<file path="config.mk">
export PLATFORM = sky130hd
export DESIGN_NAME = bump_and_turn_drive_sequencer
export DESIGN_NICKNAME = d
export VERILOG_FILES = /design/src/design/bts_pkg.sv /design/src/design/bts_step.sv /design/src/design/bump_and_turn_drive_sequencer.sv
export SDC_FILE = /design/constraint.sdc
export NUM_CORES = 2
export LEC_CHECK = 0
export BUFFER_PORTS_ARGS = -buffer_cell sky130_fd_sc_hd__buf_2
export CORE_MARGIN = 1
export CORE_UTILIZATION = 63
export DETAILED_ROUTE_END_ITERATION = 8
export PLACE_DENSITY = 0.89
export RECOVER_POWER = 50
export SLEW_MARGIN = 25
export SYNTH_ARGS = -nofsm -noshare
export SYNTH_HDL_FRONTEND = slang
export SYNTH_SLANG_ARGS = --single-unit
</file>
<file path="constraint.sdc">
create_clock -name aclk -period 62.7 [get_ports aclk]
set_input_delay 18.81 -clock aclk [delete_from_list [all_inputs] [get_ports aclk]]
set_output_delay 18.81 -clock aclk [all_outputs]
set_load 0.02 [all_outputs]
</file>
<file path="src/design/bts_pkg.sv">
package bts_pkg;

    // Default width of all time values; times wrap modulo 2^TIME_BITS.
    localparam int TIME_BITS_DEFAULT = 32;

    // Number of bump and touch switches.
    localparam int NUM_TOUCH = 4;

    // Configuration register indexes.
    localparam logic [2:0] REG_STEERING_TRIM = 3'd0;
    localparam logic [2:0] REG_CRUISE_MS     = 3'd1;
    localparam logic [2:0] REG_BACKOFF_MS    = 3'd2;
    localparam logic [2:0] REG_TURN_MS       = 3'd3;
    localparam logic [2:0] REG_LOCKOUT_US    = 3'd4;
    localparam logic [2:0] REG_DRIVE_LEVEL   = 3'd5;

    // Configuration values after reset.
    localparam logic signed [5:0] TRIM_RESET     = 6'sd10;
    localparam logic [15:0]       CRUISE_RESET   = 16'd15000;
    localparam logic [15:0]       BACKOFF_RESET  = 16'd800;
    localparam logic [15:0]       TURN_RESET     = 16'd800;
    localparam logic [19:0]       LOCKOUT_RESET  = 20'd10000;
    localparam logic [7:0]        DRIVE_RESET    = 8'd255;

    // Steering angle after reset: straight ahead plus the reset trim.
    localparam logic [7:0] STEER_CENTRE = 8'd90;
    localparam logic [7:0] STEER_RESET  = 8'(90 + 10);
    localparam logic [7:0] STEER_MAX    = 8'd180;

    // Headings for straight runs and for turns.
    localparam logic signed [7:0] HEADING_AHEAD = 8'sd0;
    localparam logic signed [7:0] HEADING_LEFT  = -8'sd60;
    localparam logic signed [7:0] HEADING_RIGHT = 8'sd60;

    // Robot modes.
    localparam logic [3:0] MODE_INIT       = 4'd0;
    localparam logic [3:0] MODE_RESET      = 4'd1;
    localparam logic [3:0] MODE_RUN        = 4'd2;
    localparam logic [3:0] MODE_BACKWARD   = 4'd3;
    localparam logic [3:0] MODE_IDLE       = 4'd4;
    localparam logic [3:0] MODE_FWD_LEFT   = 4'd5;
    localparam logic [3:0] MODE_FWD_RIGHT  = 4'd6;
    localparam logic [3:0] MODE_LEFT       = 4'd7;
    localparam logic [3:0] MODE_RIGHT      = 4'd8;
    localparam logic [3:0] MODE_BACK_LEFT  = 4'd9;
    localparam logic [3:0] MODE_BACK_RIGHT = 4'd10;
    localparam logic [3:0] MODE_FORWARD    = 4'd11;

    // Helm manoeuvres.
    localparam logic [2:0] MOVE_IDLE   = 3'd0;
    localparam logic [2:0] MOVE_AHEAD  = 3'd1;
    localparam logic [2:0] MOVE_BACK   = 3'd2;
    localparam logic [2:0] MOVE_TURN_L = 3'd3;
    localparam logic [2:0] MOVE_TURN_R = 3'd4;

    // Lamp patterns.
    localparam logic [2:0] LAMP_OFF   = 3'd0;
    localparam logic [2:0] LAMP_ON    = 3'd1;
    localparam logic [2:0] LAMP_SLOW  = 3'd2;
    localparam logic [2:0] LAMP_FAST  = 3'd3;
    localparam logic [2:0] LAMP_SHORT = 3'd4;

    // Lamp pattern phases in microseconds.
    localparam logic [31:0] SLOW_ON_US  = 32'd600000;
    localparam logic [31:0] SLOW_OFF_US = 32'd200000;
    localparam logic [31:0] FAST_ON_US  = 32'd100000;
    localparam logic [31:0] FAST_OFF_US = 32'd100000;
    localparam logic [31:0] SHORT_ON_US = 32'd400000;

    // Milliseconds to microseconds.
    localparam logic [31:0] US_PER_MS = 32'd1000;

    // Configuration registers as seen by the sequencing logic.
    typedef struct packed {
        logic signed [5:0] steering_trim;
        logic [15:0]       cruise_ms;
        logic [15:0]       backoff_ms;
        logic [15:0]       turn_ms;
        logic [19:0]       lockout_us;
        logic [7:0]        drive_level;
    } cfg_t;

    // Held drive, steering and lamp levels after one tick.
    typedef struct packed {
        logic       bump_lamp;
        logic       status_lamp;
        logic [7:0] steer_angle;
        logic [7:0] right_rev_pwm;
        logic [7:0] right_fwd_pwm;
        logic [7:0] left_rev_pwm;
        logic [7:0] left_fwd_pwm;
    } res_t;

endpackage

</file>
<file path="src/design/bts_step.sv">
module bts_step #(
    parameter int TIME_BITS = bts_pkg::TIME_BITS_DEFAULT
) (
    input  logic          aclk,
    input  logic          aresetn,
    input  logic          step,
    input  logic [31:0]   time_us,
    input  logic [4:0]    levels,
    input  bts_pkg::cfg_t cfg,
    output bts_pkg::res_t res
);
    import bts_pkg::*;

    localparam int XW = (TIME_BITS > 32) ? TIME_BITS : 32;
    localparam logic LAMP_STATUS = 1'b0;
    localparam logic LAMP_BUMP   = 1'b1;

    typedef logic [TIME_BITS-1:0] tm_t;

    typedef struct packed {
        logic [3:0]                robot_mode;
        logic [2:0]                helm_mode;
        tm_t                       helm_start;
        tm_t                       helm_span;
        logic [4:0]                switch_prev;
        logic [NUM_TOUCH-1:0][TIME_BITS-1:0] last_act;
        logic [1:0][2:0]           lamp_setting;
        logic [1:0]                lamp_lit;
        logic [1:0][TIME_BITS-1:0] lamp_mark;
        logic [1:0][TIME_BITS-1:0] lamp_on;
        logic [1:0][TIME_BITS-1:0] lamp_off;
        logic [3:0][7:0]           pwm;
        logic [7:0]                steer;
    } st_t;

    st_t st_reg;
    st_t st_next;

    // Milliseconds to wrapped microseconds.
    function automatic tm_t ms_to_us(input logic [15:0] ms);
        logic [31:0] prod;
        prod = 32'(ms) * US_PER_MS;
        return tm_t'(prod);
    endfunction

    // Heading plus centre plus trim, saturated to the servo range.
    function automatic logic [7:0] steer_calc(input logic signed [7:0] heading,
                                              input logic signed [5:0] trim);
        logic signed [9:0] a;
        a = 10'(heading) + 10'sd90 + 10'(trim);
        if (a < 10'sd0) begin
            return 8'd0;
        end else if (a > 10'sd180) begin
            return STEER_MAX;
        end
        return a[7:0];
    endfunction

    // Select a lamp pattern and restart its phase at the tick time.
    function automatic st_t lamp_set(input st_t s, input logic k, input logic [2:0] code,
                                     input tm_t t);
        st_t r;
        r = s;
        r.lamp_setting[k] = code;
        r.lamp_mark[k] = '0;
        if (code == LAMP_OFF) begin
            r.lamp_lit[k] = 1'b0;
        end else begin
            r.lamp_lit[k] = 1'b1;
            r.lamp_mark[k] = t;
            if (code == LAMP_SLOW) begin
                r.lamp_on[k]  = tm_t'(SLOW_ON_US);
                r.lamp_off[k] = tm_t'(SLOW_OFF_US);
            end else if (code == LAMP_FAST) begin
                r.lamp_on[k]  = tm_t'(FAST_ON_US);
                r.lamp_off[k] = tm_t'(FAST_OFF_US);
            end else begin
                r.lamp_on[k] = tm_t'(SHORT_ON_US);
            end
        end
        return r;
    endfunction

    // Advance one lamp pattern; deadlines compare against the wrapped sum.
    function automatic st_t lamp_tick(input st_t s, input logic k, input tm_t t);
        st_t r;
        tm_t on_end;
        tm_t off_end;
        r = s;
        on_end  = s.lamp_mark[k] + s.lamp_on[k];
        off_end = s.lamp_mark[k] + s.lamp_off[k];
        if (s.lamp_setting[k] == LAMP_SHORT) begin
            if (s.lamp_lit[k] && t > on_end) begin
                r.lamp_lit[k] = 1'b0;
            end
        end else if (s.lamp_setting[k] == LAMP_SLOW || s.lamp_setting[k] == LAMP_FAST) begin
            if (!s.lamp_lit[k]) begin
                if (t > off_end) begin
                    r.lamp_lit[k]  = 1'b1;
                    r.lamp_mark[k] = t;
                end
            end else if (t > on_end) begin
                r.lamp_lit[k]  = 1'b0;
                r.lamp_mark[k] = t;
            end
        end
        return r;
    endfunction

    // Start a timed manoeuvre: latch the span, steer and set the bridges.
    function automatic st_t helm_begin(input st_t s, input logic [2:0] h, input tm_t span,
                                       input logic signed [7:0] heading, input tm_t t,
                                       input cfg_t c);
        st_t r;
        logic [7:0] v;
        r = s;
        v = c.drive_level;
        r.helm_mode  = h;
        r.helm_start = t;
        r.helm_span  = span;
        r.steer      = steer_calc(heading, c.steering_trim);
        case (h)
            MOVE_AHEAD:  r.pwm = {8'd0, v, 8'd0, v};
            MOVE_BACK:   r.pwm = {v, 8'd0, v, 8'd0};
            MOVE_TURN_L: r.pwm = {8'd0, 8'd0, 8'd0, v};
            default:     r.pwm = {8'd0, v, 8'd0, 8'd0};
        endcase
        return r;
    endfunction

    // Straight run forward or backward with the status lamp steady.
    function automatic st_t go_straight(input st_t s, input logic fwd, input tm_t span,
                                        input tm_t t, input cfg_t c);
        st_t r;
        r = s;
        r.robot_mode = fwd ? MODE_FORWARD : MODE_BACKWARD;
        r = helm_begin(r, fwd ? MOVE_AHEAD : MOVE_BACK, span, HEADING_AHEAD, t, c);
        r = lamp_set(r, LAMP_STATUS, LAMP_ON, t);
        return r;
    endfunction

    // Turn left or right with the status lamp flashing fast.
    function automatic st_t go_turn(input st_t s, input logic left, input tm_t t,
                                    input cfg_t c);
        st_t r;
        r = s;
        r.robot_mode = left ? MODE_LEFT : MODE_RIGHT;
        r = helm_begin(r, left ? MOVE_TURN_L : MOVE_TURN_R, ms_to_us(c.turn_ms),
                       left ? HEADING_LEFT : HEADING_RIGHT, t, c);
        r = lamp_set(r, LAMP_STATUS, LAMP_FAST, t);
        return r;
    endfunction

    // Follow-up once the current manoeuvre has run its span.
    function automatic st_t helm_done(input st_t s, input tm_t t, input cfg_t c);
        st_t r;
        r = s;
        case (s.robot_mode)
            MODE_FORWARD, MODE_BACKWARD: begin
                r.helm_mode  = MOVE_IDLE;
                r.helm_start = '0;
                r.helm_span  = '0;
                r.steer      = steer_calc(HEADING_AHEAD, c.steering_trim);
                r.pwm        = '0;
                r.robot_mode = MODE_IDLE;
            end
            MODE_FWD_LEFT, MODE_BACK_LEFT:   r = go_turn(r, 1'b1, t, c);
            MODE_FWD_RIGHT, MODE_BACK_RIGHT: r = go_turn(r, 1'b0, t, c);
            MODE_LEFT, MODE_RIGHT:           r = go_straight(r, 1'b1, ms_to_us(c.cruise_ms), t, c);
            default: ;
        endcase
        return r;
    endfunction

    // Escape from a bump: rear switches drive forward, front switches reverse,
    // then turn away from the side that was hit.
    function automatic st_t touched(input st_t s, input logic [1:0] idx, input tm_t t,
                                    input cfg_t c);
        st_t r;
        r = lamp_set(s, LAMP_BUMP, LAMP_SHORT, t);
        r = go_straight(r, !idx[1], ms_to_us(c.backoff_ms), t, c);
        case (idx)
            2'd0:    r.robot_mode = MODE_FWD_RIGHT;
            2'd1:    r.robot_mode = MODE_FWD_LEFT;
            2'd2:    r.robot_mode = MODE_BACK_RIGHT;
            default: r.robot_mode = MODE_BACK_LEFT;
        endcase
        return r;
    endfunction

    // Whole tick in one pass: button, switches, helm timer, lamps, mode work.
    always_comb begin
        st_t s;
        tm_t t;
        tm_t gap;
        tm_t elapsed;
        s = st_reg;
        t = tm_t'(time_us);
        gap = '0;
        elapsed = t - s.helm_start;

        if (levels[0] != s.switch_prev[0]) begin
            s.switch_prev[0] = levels[0];
            s = lamp_set(s, LAMP_STATUS, LAMP_OFF, t);
            s.robot_mode = levels[0] ? MODE_RUN : MODE_RESET;
        end

        for (int i = 0; i < NUM_TOUCH; i++) begin
            if (levels[i+1] != s.switch_prev[i+1]) begin
                s.switch_prev[i+1] = levels[i+1];
                if (!levels[i+1]) begin
                    gap = t - s.last_act[i];
                    if (XW'(gap) > XW'(cfg.lockout_us) || t < s.last_act[i]) begin
                        s = touched(s, 2'(i), t, cfg);
                        s.last_act[i] = t;
                    end
                end
            end
        end

        if (s.helm_mode >= MOVE_AHEAD && s.helm_mode <= MOVE_TURN_R) begin
            elapsed = t - s.helm_start;
            if (elapsed >= s.helm_span) begin
                s.helm_mode = MOVE_IDLE;
                s = helm_done(s, t, cfg);
            end
        end

        s = lamp_tick(s, LAMP_STATUS, t);
        s = lamp_tick(s, LAMP_BUMP, t);

        if (s.robot_mode == MODE_RESET) begin
            s.steer = steer_calc(HEADING_AHEAD, cfg.steering_trim);
            s = lamp_set(s, LAMP_STATUS, LAMP_OFF, t);
        end else if (s.robot_mode == MODE_RUN) begin
            s = go_straight(s, 1'b1, ms_to_us(cfg.cruise_ms), t, cfg);
        end

        st_next = s;
    end

    // State advances once for every accepted word.
    always_ff @(posedge aclk) begin
        if (!aresetn) begin
            st_reg.robot_mode   <= MODE_INIT;
            st_reg.helm_mode    <= MOVE_IDLE;
            st_reg.helm_start   <= '0;
            st_reg.helm_span    <= '0;
            st_reg.switch_prev  <= '1;
            st_reg.last_act     <= '0;
            st_reg.lamp_setting <= {LAMP_OFF, LAMP_SLOW};
            st_reg.lamp_lit     <= 2'b01;
            st_reg.lamp_mark    <= '0;
            st_reg.lamp_on      <= {tm_t'(0), tm_t'(SLOW_ON_US)};
            st_reg.lamp_off     <= {tm_t'(0), tm_t'(SLOW_OFF_US)};
            st_reg.pwm          <= '0;
            st_reg.steer        <= STEER_RESET;
        end else if (step) begin
            st_reg <= st_next;
        end
    end

    // Levels reported for the word being accepted.
    always_comb begin
        res.left_fwd_pwm  = st_next.pwm[0];
        res.left_rev_pwm  = st_next.pwm[1];
        res.right_fwd_pwm = st_next.pwm[2];
        res.right_rev_pwm = st_next.pwm[3];
        res.steer_angle   = st_next.steer;
        res.status_lamp   = st_next.lamp_lit[0];
        res.bump_lamp     = st_next.lamp_lit[1];
    end

endmodule

</file>
<file path="src/design/bump_and_turn_drive_sequencer.sv">
// Channel  | Direction | Payload
// ---------+-----------+----------------------------------------------------------
// s_       | in        | tick: time_us, reset and four switch levels
// m_       | out       | four bridge PWM levels, steering angle, two lamp levels
// cfg_     | in        | register index and write data
//
// One tick is taken in every cycle that the output register is empty or being
// emptied; its result is ready in the next cycle, in the output register, after
// a single pass through the sequencing logic. Reset is synchronous and active
// low; it loads the power-up modes and the reset values of all but m_data_reg.
// A stalled output holds its word and stops the input only while it is full
// and not taken, so a word can enter in the cycle the previous one leaves.
module bump_and_turn_drive_sequencer #(
    parameter int TIME_BITS = bts_pkg::TIME_BITS_DEFAULT
) (
    input  logic        aclk,
    input  logic        aresetn,
    input  logic        s_tvalid,
    output logic        s_tready,
    // time_us[31:0], reset_level, rear_left_level, rear_right_level,
    // front_left_level, front_right_level, zero fill
    input  logic [39:0] s_tdata,
    output logic        m_tvalid,
    input  logic        m_tready,
    // left_fwd_pwm[7:0], left_rev_pwm[7:0], right_fwd_pwm[7:0],
    // right_rev_pwm[7:0], steer_angle[7:0], status_lamp, bump_lamp, zero fill
    output logic [47:0] m_tdata,
    input  logic        cfg_valid,
    output logic        cfg_ready,
    input  logic [2:0]  cfg_index,
    input  logic [19:0] cfg_data
);
    import bts_pkg::*;

    cfg_t        cfg_reg;
    logic        m_valid_reg;
    res_t        m_data_reg;
    res_t        res;
    logic        accept;

    // The register file is always ready.
    assign cfg_ready = 1'b1;

    // Configuration register writes.
    always_ff @(posedge aclk) begin
        if (!aresetn) begin
            cfg_reg.steering_trim <= TRIM_RESET;
            cfg_reg.cruise_ms     <= CRUISE_RESET;
            cfg_reg.backoff_ms    <= BACKOFF_RESET;
            cfg_reg.turn_ms       <= TURN_RESET;
            cfg_reg.lockout_us    <= LOCKOUT_RESET;
            cfg_reg.drive_level   <= DRIVE_RESET;
        end else if (cfg_valid && cfg_ready) begin
            case (cfg_index)
                REG_STEERING_TRIM: cfg_reg.steering_trim <= cfg_data[5:0];
                REG_CRUISE_MS:     cfg_reg.cruise_ms     <= cfg_data[15:0];
                REG_BACKOFF_MS:    cfg_reg.backoff_ms    <= cfg_data[15:0];
                REG_TURN_MS:       cfg_reg.turn_ms       <= cfg_data[15:0];
                REG_LOCKOUT_US:    cfg_reg.lockout_us    <= cfg_data;
                REG_DRIVE_LEVEL:   cfg_reg.drive_level   <= cfg_data[7:0];
                default: ;
            endcase
        end
    end

    // A word enters whenever the output register is empty or being emptied.
    assign s_tready = !m_valid_reg || m_tready;
    assign accept   = s_tvalid && s_tready;

    bts_step #(
        .TIME_BITS (TIME_BITS)
    ) u_step (
        .aclk    (aclk),
        .aresetn (aresetn),
        .step    (accept),
        .time_us (s_tdata[31:0]),
        .levels  (s_tdata[36:32]),
        .cfg     (cfg_reg),
        .res     (res)
    );

    // Output register.
    always_ff @(posedge aclk) begin
        if (!aresetn) begin
            m_valid_reg <= 1'b0;
        end else if (accept) begin
            m_valid_reg <= 1'b1;
        end else if (m_tready) begin
            m_valid_reg <= 1'b0;
        end
    end

    always_ff @(posedge aclk) begin
        if (accept) begin
            m_data_reg <= res;
        end
    end

    assign m_tvalid = m_valid_reg;
    assign m_tdata  = {6'd0, m_data_reg};

`ifndef ASSERT_OFF
    // An empty output register never holds back the input.
    assert property (@(posedge aclk) disable iff (!aresetn) !m_valid_reg |-> s_tready)
        else $error("input stalled with an empty output register");

    // Every accepted word leaves a result in the output register.
    assert property (@(posedge aclk) disable iff (!aresetn) accept |=> m_valid_reg)
        else $error("accepted word produced no result");

    // The steering angle stays within the servo range.
    assert property (@(posedge aclk) disable iff (!aresetn)
        m_valid_reg |-> m_data_reg.steer_angle <= STEER_MAX)
        else $error("steering angle out of range");

    // No bridge is driven forward and reverse at the same time.
    assert property (@(posedge aclk) disable iff (!aresetn)
        m_valid_reg |-> !(m_data_reg.left_fwd_pwm != 8'd0 && m_data_reg.left_rev_pwm != 8'd0)
                     && !(m_data_reg.right_fwd_pwm != 8'd0
                          && m_data_reg.right_rev_pwm != 8'd0))
        else $error("bridge driven both ways");
`endif

endmodule
</file>
==> impl_metrics.py <==
metrics = {
    "outcome": {
        "outcome": "complete, but fails checks",
        "violations": "capacitance limit, slew limit",
    },
    "die": {
        "die_h_um": 276,
        "boundaryPins": 119,
        "die_w_um": 276,
        "core_mm2": 0.0744,
        "rows": 100,
        "dieArea_mm2": 0.0764,
        "initial_core_util_pct": 63.7,
    },
    "worst_setup_path": {
        "max_stage_delay_ps": 2250,
        "cp.arrival_ps": 45460,
        "critical_path_class": "in -> reg",
        "critPathTopFamily": "compound AO/OA/AOI/OAI gates",
        "critPathLaunchType": "input pin",
        "worstPathMaxFanout": 62,
        "end_kind": "register",
        "cpMostUsedCell": "a21oi_1",
        "critPathRequiredTime_ps": 63270,
        "crit_path_top_delay_cell": "clkbuf_1",
        "cp.buffers_inverters": 9,
    },
    "clock_tree": {
        "worstSkewPairLatency_ps": 680,
        "root_buffer": "clkbuf_16",
        "cts_sinks": 537,
        "h-tree-depth": 2,
        "cts_tree": "yes",
        "clk_pin_slew_ps": 60,
        "cts-resized-gates": 0,
        "post-cts-setup-buffers": 0,
        "hold_buffers": 0,
        "cts_buffers": 61,
        "clock_path_buffers": 3,
    },
    "synth": {
        "yosys.area.top_type": "dfxtp_1",
        "synth_area_per_cell_um2": 8.06,
        "syn_inst": 5881,
        "syn_area_mm2": 0.0474,
        "synth_ff_type": "dfxtp_1",
        "synth_edf_count": 42,
        "synthTopCellsByArea": "dfxtp_1, ha_1, fa_1",
        "ys_async_sr_fraction_pct": 0,
        "synth_top_area_share_pct": 20.9,
        "ys_ff_latch": 537,
        "ys_warn_count": 0,
        "synth.distinct_cells": 100,
        "ys_seq_area_share_pct": 23.6,
    },
    "place": {
        "preCtsSetupSlack_ps": 22010,
        "hpwl_um": 96200,
        "routabilityCongestion": 0.954,
        "portBuffers": 108,
        "numPlacedInstances": 6764,
        "dpl_cell_area_mm2": 0.0486,
    },
    "detailed_routing": {
        "vias": 43100,
        "route.detailed.drc": 0,
        "wl_per_cell_um": 19.2,
        "drtIter0Drc": 3368,
        "dr.pass1.iters": 6,
        "antenna_left": 0,
        "postRouteWirelength_um": 132000,
        "vias_per_cell": 6.27,
    },
    "global_route": {
        "grt_max_degree": 98,
        "gr-usage-all-layers_pct": 33.8,
        "overflow": 0,
        "antenna_found_initial": 3,
        "grt_first_pass_wirelength_um": 213000,
        "grt_pass1_vias": 42800,
    },
    "timing": {
        "finalWorstSetupSlack_ps": 17810,
        "drv_slew": 897,
        "slew_headroom_pct": -201,
        "finalSetupViolCount": 0,
        "worstMarginPinSlew_ps": 4510,
        "clock-skew-final_ps": 66.2,
        "rsz0062_at_grt": "false",
        "finalHoldViolations": 0,
        "fin_crit_sh_pct": 71.6,
        "setup_tns_ps": 0,
        "finalWorstPathRequiredPeriod_ps": 44890,
        "max_freq_mhz": 22.3,
        "hold_ws_ps": 435,
    },
    "pwr": {
        "p_leak_uw": 0.0227,
        "power_per_cell_area_mw_per_mm2": 25.3,
        "ir_worst_vdd_uv": 30.8,
    },
    "cells_and_area": {
        "final_cell_area_mm2": 0.0507,
        "fill_cells": 5811,
        "regArea_mm2": 0.0112,
        "final_common_cell": "nand2_1",
        "drive_gt1_share_pct": 5.04,
        "fin_cells": 6886,
        "layout_common_cells": "nand2_1, ha_1, a21oi_1, nor2_1, inv_1",
        "area_growth_pct": 6.83,
        "largest_reg_flops": 412,
        "fin_nets": 6749,
        "multi_input_comb_area_mm2": 0.0334,
    },
    "flow_run": {
        "max-cap-violations": 17,
    },
    "worst_hold_path": {
        "hold_path.class": "reg -> reg",
    },
}
==> path summary, 6_finish.rpt <==
| check | startpoint | to | slack [ps] | cells past startpoint |
|---|---|---|---|---|
| max | s_tdata[0] | u_step.st_reg[184] | 17810 | 92 |
| min | u_step.st_reg[48] | u_step.st_reg[48] | 430 | 2 |
| max reg2reg | u_step.st_reg[272] | u_step.st_reg[184] | 37190 | 88 |
| min reg2reg | u_step.st_reg[48] | u_step.st_reg[48] | 430 | 2 |
==> layer usage <==
layer	wire length [µm]	GRT usage, %	up-vias
li1	-	-	20500
met1	51200	40.4	20500
met2	63100	58.7	1716
met3	10600	4.46	455
met4	7120	18.5	2
met5	12	0	-
==> tightest hold or removal path, stage by stage (launching register included) <==
cell and delay, ps:
dfxtp_1 300, nand2_1 50, nand2_1 40
==> area by class of cell <==
cell class | instances | share of cell area (%)
sequential | 537 | 22.1
inverter | 504 | 3.74
clock buffer | 76 | 3.30
multi-input combinational | 4595 | 65.9
clock inverter | 40 | 0.919
tap | 969 | 2.39
timing repair buffer | 161 | 1.69
antenna | 4 | 0.0198
==> metrics by stage <==
| stage | utilization, % | power [µW] |
|---|---|---|
| 6_report | 68.0 | 1280 |
| 4_1_cts | 68.2 | 1270 |
| 3_3_place_gp | 65.3 | 863 |
| 3_5_place_dp | 65.3 | 885 |
| 2_1_floorplan | - | 762 |
| 5_1_grt | 68.0 | 1350 |
==> Yosys cell counts, drive strengths merged, types with 89 or more instances <==
cell / number
a21oi: 510
clkbuf: 195
nor3: 89
ha: 651
inv: 504
nand2: 692
fa: 170
and2: 146
xnor2: 133
a21o: 130
nor2: 507
mux2i: 114
nand3: 129
xor2: 109
o21ai: 281
dfxtp: 495
==> where the power goes <==
| part | switching (µW) | internal (µW) | leakage (µW) |
|---|---|---|---|
| Clock | 163 | 220 | 0.00105 |
| Combinational | 310 | 202 | 0.0172 |
| Sequential | 13.9 | 370 | 0.00446 |
==> kinds of logic (layout without fill, tap and decap cells) <==
family / after synthesis / after routing / synth area share [%]
AND/OR/NAND/NOR: 1930 / 1930 / 18.8
AO/OA/AOI/OAI: 1476 / 1476 / 20.1
adder cells (fa/ha/maj): 821 / 821 / 24.4
buffers and inverters: 754 / 781 / 6.19
flip-flops: 537 / 537 / 23.6
XOR/XNOR: 242 / 242 / 4.47
multiplexers: 119 / 119 / 2.53
other: 2 / 11 / 0.0158
Power figures use the tool's default switching activity.
